==> src/rtl/slrd_pkg.sv <==
`timescale 1ns / 1ps
`default_nettype none

package slrd_pkg;

   // Shuffle table geometry
   localparam int TABLE_DEPTH = 32;
   localparam int ADDR_W      = $clog2(TABLE_DEPTH);
   localparam int WARMUP      = TABLE_DEPTH + 8;
   localparam int STEP_W      = $clog2(WARMUP);

   // Lehmer generator constants
   localparam int             VAL_W   = 31;
   localparam logic [30:0]    LEH_MOD = 31'h7FFF_FFFF;
   localparam int             MUL_W   = 15;
   localparam logic [14:0]    LEH_MUL = 15'd16807;
   localparam int             MBIT_W  = $clog2(MUL_W);

   // Slot divisor: previous output over this gives the table slot
   localparam longint unsigned SLOT_DIV = 1 + (64'h7FFF_FFFE / TABLE_DEPTH);

   // Ranged draw arithmetic
   localparam int          DATA_W    = 32;
   localparam int          DBIT_W    = $clog2(DATA_W);
   localparam logic [31:0] RANGE_TOP = 32'h7FFF_FFFF;
   localparam logic [31:0] POW31     = 32'h8000_0000;

   // Request kinds
   localparam logic ACT_RAW   = 1'b0;
   localparam logic ACT_RANGE = 1'b1;

   typedef enum logic [3:0] {
      ST_IDLE,
      ST_CHECK,
      ST_LIMIT,
      ST_DRAW,
      ST_WARM,
      ST_STEP,
      ST_POST,
      ST_MOD,
      ST_EMIT
   } state_type;

endpackage

`default_nettype wire

==> src/rtl/shuffled_lehmer_random_draw.sv <==
// Shuffled Lehmer random draw: minimal-standard generator (x * 16807 mod 2^31-1)
// behind a 32-entry shuffle table.
// Request channel (req_*): one beat per draw. tuser = action (0 raw, 1 ranged),
// tdata = range_low in [31:0], range_high in [63:32].
// Response channel (rsp_*): one beat per request, tdata = the 32-bit value.
// csr_wr_en/csr_wr_data load the seed; the next draw re-initializes the table.
// Each generator step is a bit-serial modular multiply, one bit of the
// constant 16807 per cycle. The first draw after reset or a seed write adds 40
// warm-up steps. A ranged draw adds two bit-serial remainder passes, plus a
// further generator step per rejected draw. A single-value, empty or oversized
// range answers range_low.
// One request is in work at a time; req_tready is high only while the engine
// is idle. A finished response waits in the output register, so the next
// request is accepted while it is held; the engine stalls at the end of a
// request only if the previous response has not yet been taken.
// Reset (synchronous, active high) clears the generator to the
// needs-initialization state; the next draw starts from seed 1.
`timescale 1ns / 1ps
`default_nettype none

module shuffled_lehmer_random_draw import slrd_pkg::*; (
   input  wire logic        clock,
   input  wire logic        reset,
   // request channel
   input  wire logic        req_tvalid,
   output logic             req_tready,
   input  wire logic [63:0] req_tdata,   // [31:0] range_low, [63:32] range_high
   input  wire logic [0:0]  req_tuser,   // [0] action
   // response channel
   output logic             rsp_tvalid,
   input  wire logic        rsp_tready,
   output logic [31:0]      rsp_tdata,   // [31:0] value
   // seed register
   input  wire logic        csr_wr_en,
   input  wire logic [31:0] csr_wr_data
);

   // control registers
   state_type           state_ff, state_in;
   logic [MBIT_W-1:0]   bit_cnt_ff, bit_cnt_in;
   logic [STEP_W-1:0]   step_cnt_ff, step_cnt_in;
   logic [DBIT_W-1:0]   div_cnt_ff, div_cnt_in;
   logic [VAL_W-1:0]    gen_ff, gen_in;
   logic [VAL_W-1:0]    out_ff, out_in;
   logic                rsp_valid_ff, rsp_valid_in;

   // payload registers
   logic                action_ff, action_in;
   logic [31:0]         lo_ff, lo_in;
   logic [31:0]         span_ff, span_in;
   logic [31:0]         limit_ff, limit_in;
   logic [VAL_W-1:0]    acc_ff, acc_in;
   logic [31:0]         div_rem_ff, div_rem_in;
   logic [31:0]         div_dvd_ff, div_dvd_in;
   logic [ADDR_W-1:0]   slot_ff, slot_in;
   logic [31:0]         res_ff, res_in;
   logic [31:0]         rsp_data_ff, rsp_data_in;

   // shuffle table
   logic [VAL_W-1:0]    shuffle_mem [TABLE_DEPTH];
   logic [VAL_W-1:0]    mem_rdata_ff;
   logic                mem_we, mem_re;
   logic [ADDR_W-1:0]   mem_waddr, mem_raddr;
   logic [VAL_W-1:0]    mem_wdata;

   // datapath helpers
   logic                req_accept, rsp_free, mul_last, div_last;
   logic                range_ok, reject;
   logic [VAL_W-1:0]    acc_dbl, acc_step;
   logic [VAL_W:0]      acc_sum;
   logic [32:0]         div_trial, div_diff;
   logic [31:0]         div_rem_next;
   logic [31:0]         seed_mag;
   logic [VAL_W-1:0]    seed_gen;
   logic [VAL_W-1:0]    slot_wide;
   logic [ADDR_W-1:0]   slot_calc;

   assign req_tready = (state_ff == ST_IDLE);
   assign req_accept = req_tvalid && req_tready;
   assign rsp_tvalid = rsp_valid_ff;
   assign rsp_tdata  = rsp_data_ff;
   assign rsp_free   = !rsp_valid_ff || rsp_tready;
   assign mul_last   = (bit_cnt_ff == '0);
   assign div_last   = (div_cnt_ff == '0);

   // one bit of the multiplier per cycle: acc = 2*acc (+ x) mod 2^31-1
   assign acc_dbl  = {acc_ff[VAL_W-2:0], acc_ff[VAL_W-1]};
   assign acc_sum  = {1'b0, acc_dbl} + (LEH_MUL[bit_cnt_ff] ? {1'b0, gen_ff} : '0);
   assign acc_step = (acc_sum >= {1'b0, LEH_MOD}) ? acc_sum[VAL_W-1:0] - LEH_MOD
                                                 : acc_sum[VAL_W-1:0];

   // restoring remainder, one dividend bit per cycle
   assign div_trial    = {div_rem_ff, div_dvd_ff[31]};
   assign div_diff     = div_trial - {1'b0, span_ff};
   assign div_rem_next = div_diff[32] ? div_trial[31:0] : div_diff[31:0];

   // seed magnitude folded below the modulus
   assign seed_mag = csr_wr_data[31] ? (~csr_wr_data + 32'd1) : csr_wr_data;
   assign seed_gen = (seed_mag >= {1'b0, LEH_MOD}) ? 31'(seed_mag - {1'b0, LEH_MOD})
                                                  : seed_mag[VAL_W-1:0];

   // table slot from the previous output
   assign slot_wide = out_ff / VAL_W'(SLOT_DIV);
   assign slot_calc = (slot_wide > VAL_W'(TABLE_DEPTH - 1)) ? ADDR_W'(TABLE_DEPTH - 1)
                                                          : slot_wide[ADDR_W-1:0];

   // span of 2 .. 2^31 can be drawn; anything else answers the low bound
   assign range_ok = (span_ff >= 32'd2) && (span_ff <= POW31);
   assign reject   = ({1'b0, out_ff} > limit_ff);

   // next state
   always_comb begin
      state_in = state_ff;
      unique case (state_ff)
         ST_IDLE:  if (req_accept) state_in = ST_CHECK;
         ST_CHECK: begin
            if (action_ff == ACT_RAW) state_in = ST_DRAW;
            else if (!range_ok)       state_in = ST_EMIT;
            else                      state_in = ST_LIMIT;
         end
         ST_LIMIT: if (div_last) state_in = ST_DRAW;
         ST_DRAW:  state_in = (out_ff == '0) ? ST_WARM : ST_STEP;
         ST_WARM:  if (mul_last && step_cnt_ff == '0) state_in = ST_DRAW;
         ST_STEP:  if (mul_last) state_in = ST_POST;
         ST_POST: begin
            if (action_ff == ACT_RAW) state_in = ST_EMIT;
            else if (reject)          state_in = ST_DRAW;
            else                      state_in = ST_MOD;
         end
         ST_MOD:   if (div_last) state_in = ST_EMIT;
         ST_EMIT:  if (rsp_free) state_in = ST_IDLE;
         default:  state_in = ST_IDLE;
      endcase
   end

   // datapath and memory controls
   always_comb begin
      bit_cnt_in   = bit_cnt_ff;
      step_cnt_in  = step_cnt_ff;
      div_cnt_in   = div_cnt_ff;
      gen_in       = gen_ff;
      out_in       = out_ff;
      rsp_valid_in = rsp_valid_ff;
      action_in    = action_ff;
      lo_in        = lo_ff;
      span_in      = span_ff;
      limit_in     = limit_ff;
      acc_in       = acc_ff;
      div_rem_in   = div_rem_ff;
      div_dvd_in   = div_dvd_ff;
      slot_in      = slot_ff;
      res_in       = res_ff;
      rsp_data_in  = rsp_data_ff;
      mem_we       = 1'b0;
      mem_re       = 1'b0;
      mem_waddr    = slot_ff;
      mem_raddr    = slot_calc;
      mem_wdata    = acc_step;

      // response beat taken
      if (rsp_valid_ff && rsp_tready) rsp_valid_in = 1'b0;

      // seed write: load magnitude, force re-initialization
      if (csr_wr_en) begin
         gen_in = seed_gen;
         out_in = '0;
      end

      unique case (state_ff)
         ST_IDLE: begin
            if (req_accept) begin
               action_in = req_tuser[0];
               lo_in     = req_tdata[31:0];
               span_in   = req_tdata[63:32] - req_tdata[31:0] + 32'd1;
            end
         end
         ST_CHECK: begin
            res_in     = lo_ff;
            div_rem_in = '0;
            div_dvd_in = POW31;
            div_cnt_in = DBIT_W'(DATA_W - 1);
         end
         ST_LIMIT: begin
            div_rem_in = div_rem_next;
            div_dvd_in = {div_dvd_ff[30:0], 1'b0};
            div_cnt_in = div_cnt_ff - 1'b1;
            if (div_last) limit_in = RANGE_TOP - div_rem_next;
         end
         ST_DRAW: begin
            acc_in     = '0;
            bit_cnt_in = MBIT_W'(MUL_W - 1);
            if (out_ff == '0) begin
               gen_in      = (gen_ff == '0) ? VAL_W'(1) : gen_ff;
               step_cnt_in = STEP_W'(WARMUP - 1);
            end else begin
               slot_in = slot_calc;
               mem_re  = 1'b1;
            end
         end
         ST_WARM: begin
            acc_in     = acc_step;
            bit_cnt_in = bit_cnt_ff - 1'b1;
            if (mul_last) begin
               gen_in = acc_step;
               if (step_cnt_ff < STEP_W'(TABLE_DEPTH)) begin
                  mem_we    = 1'b1;
                  mem_waddr = step_cnt_ff[ADDR_W-1:0];
               end
               if (step_cnt_ff == '0) begin
                  out_in = acc_step;
               end else begin
                  step_cnt_in = step_cnt_ff - 1'b1;
                  acc_in      = '0;
                  bit_cnt_in  = MBIT_W'(MUL_W - 1);
               end
            end
         end
         ST_STEP: begin
            acc_in     = acc_step;
            bit_cnt_in = bit_cnt_ff - 1'b1;
            if (mul_last) begin
               gen_in = acc_step;
               out_in = mem_rdata_ff;
               mem_we = 1'b1;
            end
         end
         ST_POST: begin
            res_in     = {1'b0, out_ff};
            div_rem_in = '0;
            div_dvd_in = {1'b0, out_ff};
            div_cnt_in = DBIT_W'(DATA_W - 1);
         end
         ST_MOD: begin
            div_rem_in = div_rem_next;
            div_dvd_in = {div_dvd_ff[30:0], 1'b0};
            div_cnt_in = div_cnt_ff - 1'b1;
            if (div_last) res_in = lo_ff + div_rem_next;
         end
         ST_EMIT: begin
            if (rsp_free) begin
               rsp_valid_in = 1'b1;
               rsp_data_in  = res_ff;
            end
         end
         default: ;
      endcase
   end

   // control state
   always_ff @(posedge clock) begin
      if (reset) begin
         state_ff     <= ST_IDLE;
         bit_cnt_ff   <= '0;
         step_cnt_ff  <= '0;
         div_cnt_ff   <= '0;
         gen_ff       <= '0;
         out_ff       <= '0;
         rsp_valid_ff <= 1'b0;
      end else begin
         state_ff     <= state_in;
         bit_cnt_ff   <= bit_cnt_in;
         step_cnt_ff  <= step_cnt_in;
         div_cnt_ff   <= div_cnt_in;
         gen_ff       <= gen_in;
         out_ff       <= out_in;
         rsp_valid_ff <= rsp_valid_in;
      end
   end

   // payload
   always_ff @(posedge clock) begin
      action_ff   <= action_in;
      lo_ff       <= lo_in;
      span_ff     <= span_in;
      limit_ff    <= limit_in;
      acc_ff      <= acc_in;
      div_rem_ff  <= div_rem_in;
      div_dvd_ff  <= div_dvd_in;
      slot_ff     <= slot_in;
      res_ff      <= res_in;
      rsp_data_ff <= rsp_data_in;
   end

   // shuffle table, registered read
   always_ff @(posedge clock) begin
      if (mem_we) shuffle_mem[mem_waddr] <= mem_wdata;
      if (mem_re) mem_rdata_ff <= shuffle_mem[mem_raddr];
   end

`ifndef ASSERT_OFF
   // generator never sits on the fixed point at the modulus
   assert property (@(posedge clock) disable iff (reset) gen_ff != LEH_MOD)
      else $error("generator reached the modulus");

   // partial product stays reduced while multiplying
   assert property (@(posedge clock) disable iff (reset)
      (state_ff == ST_WARM || state_ff == ST_STEP) |-> acc_ff != LEH_MOD)
      else $error("multiply accumulator out of range");

   // a shuffle step only runs on an initialized table
   assert property (@(posedge clock) disable iff (reset)
      state_ff == ST_STEP |-> out_ff != '0)
      else $error("shuffle step without initialization");

   // remainder stays below the divisor
   assert property (@(posedge clock) disable iff (reset)
      (state_ff == ST_LIMIT || state_ff == ST_MOD) |-> div_rem_ff < span_ff)
      else $error("remainder not reduced");

   // a ranged draw is only taken within the acceptance limit
   assert property (@(posedge clock) disable iff (reset)
      (state_ff == ST_POST && action_ff == ACT_RANGE && !reject) |=> state_ff == ST_MOD)
      else $error("accepted draw did not reduce");
`endif

endmodule

`default_nettype wire

==> config.mk <==
export PLATFORM = sky130hd
export DESIGN_NAME = shuffled_lehmer_random_draw
export DESIGN_NICKNAME = d
export VERILOG_FILES = /design/src/rtl/slrd_pkg.sv /design/src/rtl/shuffled_lehmer_random_draw.sv
export SDC_FILE = /design/constraint.sdc
export NUM_CORES = 2
export LEC_CHECK = 0
export ABC_AREA = 1
export BUFFER_PORTS_ARGS = -buffer_cell sky130_fd_sc_hd__buf_2
export CAP_MARGIN = 20
export CORE_MARGIN = 8
export CORE_UTILIZATION = 45
export DETAILED_ROUTE_END_ITERATION = 7
export PLACE_DENSITY = 0.62
export SLEW_MARGIN = 15
export SYNTH_ARGS = -nofsm -noshare
export SYNTH_HDL_FRONTEND = slang
export SYNTH_SLANG_ARGS = --single-unit
==> constraint.sdc <==
create_clock -name clock -period 6.85 [get_ports clock]
set_input_delay 0.685 -clock clock [delete_from_list [all_inputs] [get_ports clock]]
set_output_delay 0.685 -clock clock [all_outputs]
set_load 0.01 [all_outputs]
==> metrics.txt <==
status=completed; CP Capture Type=register; Cells after Synth=6646; DRT Wirelength=slightly above 200000 um; Yosys top cell by area=edfxtp_1; Post-CTS Hold Fix Bufs=0; sw frac=37.3%; final hold vios=0; Hold Path Class=in2reg; Max Clock Freq=between 150 and 200 MHz; Finished Core Util=50.7%; # clock sinks=1367; top post-synthesis cells by count=nand2_1, edfxtp_1, a21oi_1; core area=0.147 mm^2; flop and latch count out of synthesis=around 1.4k; Seq/Total Area, Yosys=60.6%; final cycle utilization of the critical path=86.2%; synth unique cells=58; crit path max fanout=12; Reg area=0.0402 mm^2; Worst Tran Pin Value=~1.3 ns; vias in the first global route=47.2k; worst reg2reg startpoint=span_ff[0]; Skew-Pair Late Insertion Delay=0.80 ns; Max transition margin=14.7%; Lkg Pwr=about 0.030 uW; count leader, synth=nand2_1; htree depth=4; # DRC=0; mean routed wirelength per cell=roughly 23 um; die area=0.160 mm^2; IO Port Bufs=135; Crit Path Category=reg2reg; initial core utilization=45.1%; Area contributors post-synth=edfxtp_1, nand2_1, a21oi_1; number of setup violations in the final report=0; I/O Pins=approximately 140; Starting DRT DRC Count=between 5k and 6k; final setup margin=0.948 ns; Peak VDD IR=269 uV; Layout area overhead=12.5%; Yosys warning total=0; crit-path max cell delay=0.42 ns; min-delay src=req_tdata[22]; Avg Cell Area, Syn=9.98 um^2; Yosys top cell area share=between 50% and 60%; Clk network pwr share=around 27%; Synth async-reset ratio=0%; dpl ws=0.943 ns; die span in y=400 um; startpoint types=register; GP Congestion=about 0.95; clk root buf=clkbuf_16; max cap viols=0; Via density=5.70; Resize count post-CTS=0; EDFF count, synth=1284; layout cells sized above 1=8.82%; Sw Pwr=11100 uW; CP max-delay cell=edfxtp_1; Tmin final=5.90 ns; layout filler cell count=13.3k; crit-path leading delay family=simple AND/OR/NAND/NOR gates; Comb pwr share=about a third; antenna viol nets, final=0; syn nets=about 6.9k; Reg clk slew, reported paths=0.06 ns; pwr dens=400 mW/mm^2; TritonCTS clock tree=yes; buffers plus inverters on the worst setup path=5; Syn Std Cell Area=roughly 0.066 mm^2; Seq pwr share=38.9%; WP data required=7.36 ns; clock skew=approximately 0.066 ns; top_reg_cell synth=edfxtp_1; nets=7040; TritonCTS Buffers=150; vias=50.1k; global route overflow=0; Cell Count Post-Placement=8508; reg2reg end=res_ff[26]; CP dominant cell by count=nand2_1; # rows=141; Die W=~400 um; antenna violations before repair=6; worst path arrival time=6.41 ns; drt pass-1 iters=8; hold endpoint=lo_ff[22]; n_diodes=0; Hold Crit Depth=1; area of the multi-input gates=0.0227 mm^2; setup_tns=0 ns; first-pass GRT wire length=301000 um; largest net degree at the start of global routing=176; FF-to-FF path depth=32; global-route total usage across every layer=24.8%; Int Pwr=18700 uW; clk buf depth=3; RSZ-0062 raised after global routing=false; R2R Setup Slk=0.95 ns; Layout Cells excl Fill=8789; hpwl dp=133000 um; max-slew violation count=0; Setup Buffers After CTS=0
[kinds of logic (layout without fill, tap and decap cells)]
family / Yosys count / count (layout) / synth area share (%)
buffers and inverters: 989 / 1202 / 5.66
xor gates and xnor gates: 82 / 82 / 1.08
AOI/OAI and AO/OA: 1491 / 1491 / 13.4
adders and majority gates: 201 / 201 / 3.84
DFF: 1367 / 1367 / 60.6
muxes: 1 / 1 / 0.0151
and+or+nand+nor: 2515 / 2515 / 15.4
[metal layers]
metal,GRT usage [%],vias up,routed length [um]
met5,0,-,0
met4,6.93,0,5510
met3,4.27,301,15300
met2,40.0,1932,95500
met1,34.6,24400,87500
li1,-,23500,-
[power by group through the flow]
stage,Combinational (uW),Clock [uW],Sequential [uW]
2_1_floorplan,6630,0,11600
3_3_place_gp,9730,0,11800
3_5_place_dp,9840,0,11800
4_1_cts,9890,8230,11600
5_1_grt,11200,8550,11700
6_report,10100,8140,11600
[stage by stage]
| step | cell area [um^2] | total power (uW) | hold WS, ns |
|---|---|---|---|
| 5_1_grt | 74600 | 31400 | 0.0590 |
| 3_3_place_gp | 69500 | 21500 | 0.403 |
| 2_1_floorplan | 66400 | 18200 | 0.400 |
| 3_5_place_dp | 69600 | 21600 | 0.408 |
| 6_report | 74600 | 29800 | 0.0972 |
| 4_1_cts | 74500 | 29700 | 0.0431 |
[final cells by class]
| type | count | area share (%) |
|---|---|---|
| clock buffers | 187 | 5.36 |
| inverters | 682 | 3.45 |
| well taps | 1930 | 3.24 |
| repair buffers | 246 | 2.39 |
| multi-input cells | 4290 | 30.4 |
| flip-flops and latches | 1367 | 53.9 |
| clock inverters | 87 | 1.25 |
[state kept, by name (all words and copies together) (netlist names), 32 cells and up, named ones only]
signal / cells
div_dvd_ff: 32
lo_ff: 32
res_ff: 32
limit_ff: 32
shuffle_mem: 992
rsp_tdata: 32
div_rem_ff: 32
span_ff: 32
[worst max path at each step]
stage	from	to	slack, ns	depth (start not counted)
after detailed placement	span_ff[0]	res_ff[26]	0.94	32
after floorplan	req_tvalid	action_ff	1.13	2
final	span_ff[0]	res_ff[26]	0.95	32
after global placement	span_ff[0]	res_ff[12]	1.02	31
after CTS	span_ff[0]	res_ff[26]	0.92	32
after global routing	span_ff[0]	res_ff[27]	0.33	31
[placed cells by master, fill, tap and decap left out, drive strengths merged, types with 53 or more instances in the layout]
master,n
nand4,57
buf,245
a21oi,727
a221oi,125
nor2,607
clkinv,71
a22oi,63
nor3,100
inv,680
o211ai,53
dfxtp,83
xor2,60
clkbuf,188
nand2,1479
edfxtp,1284
ha,197
o21ai,342
nand3,205
(Power assumes the default switching activity.)
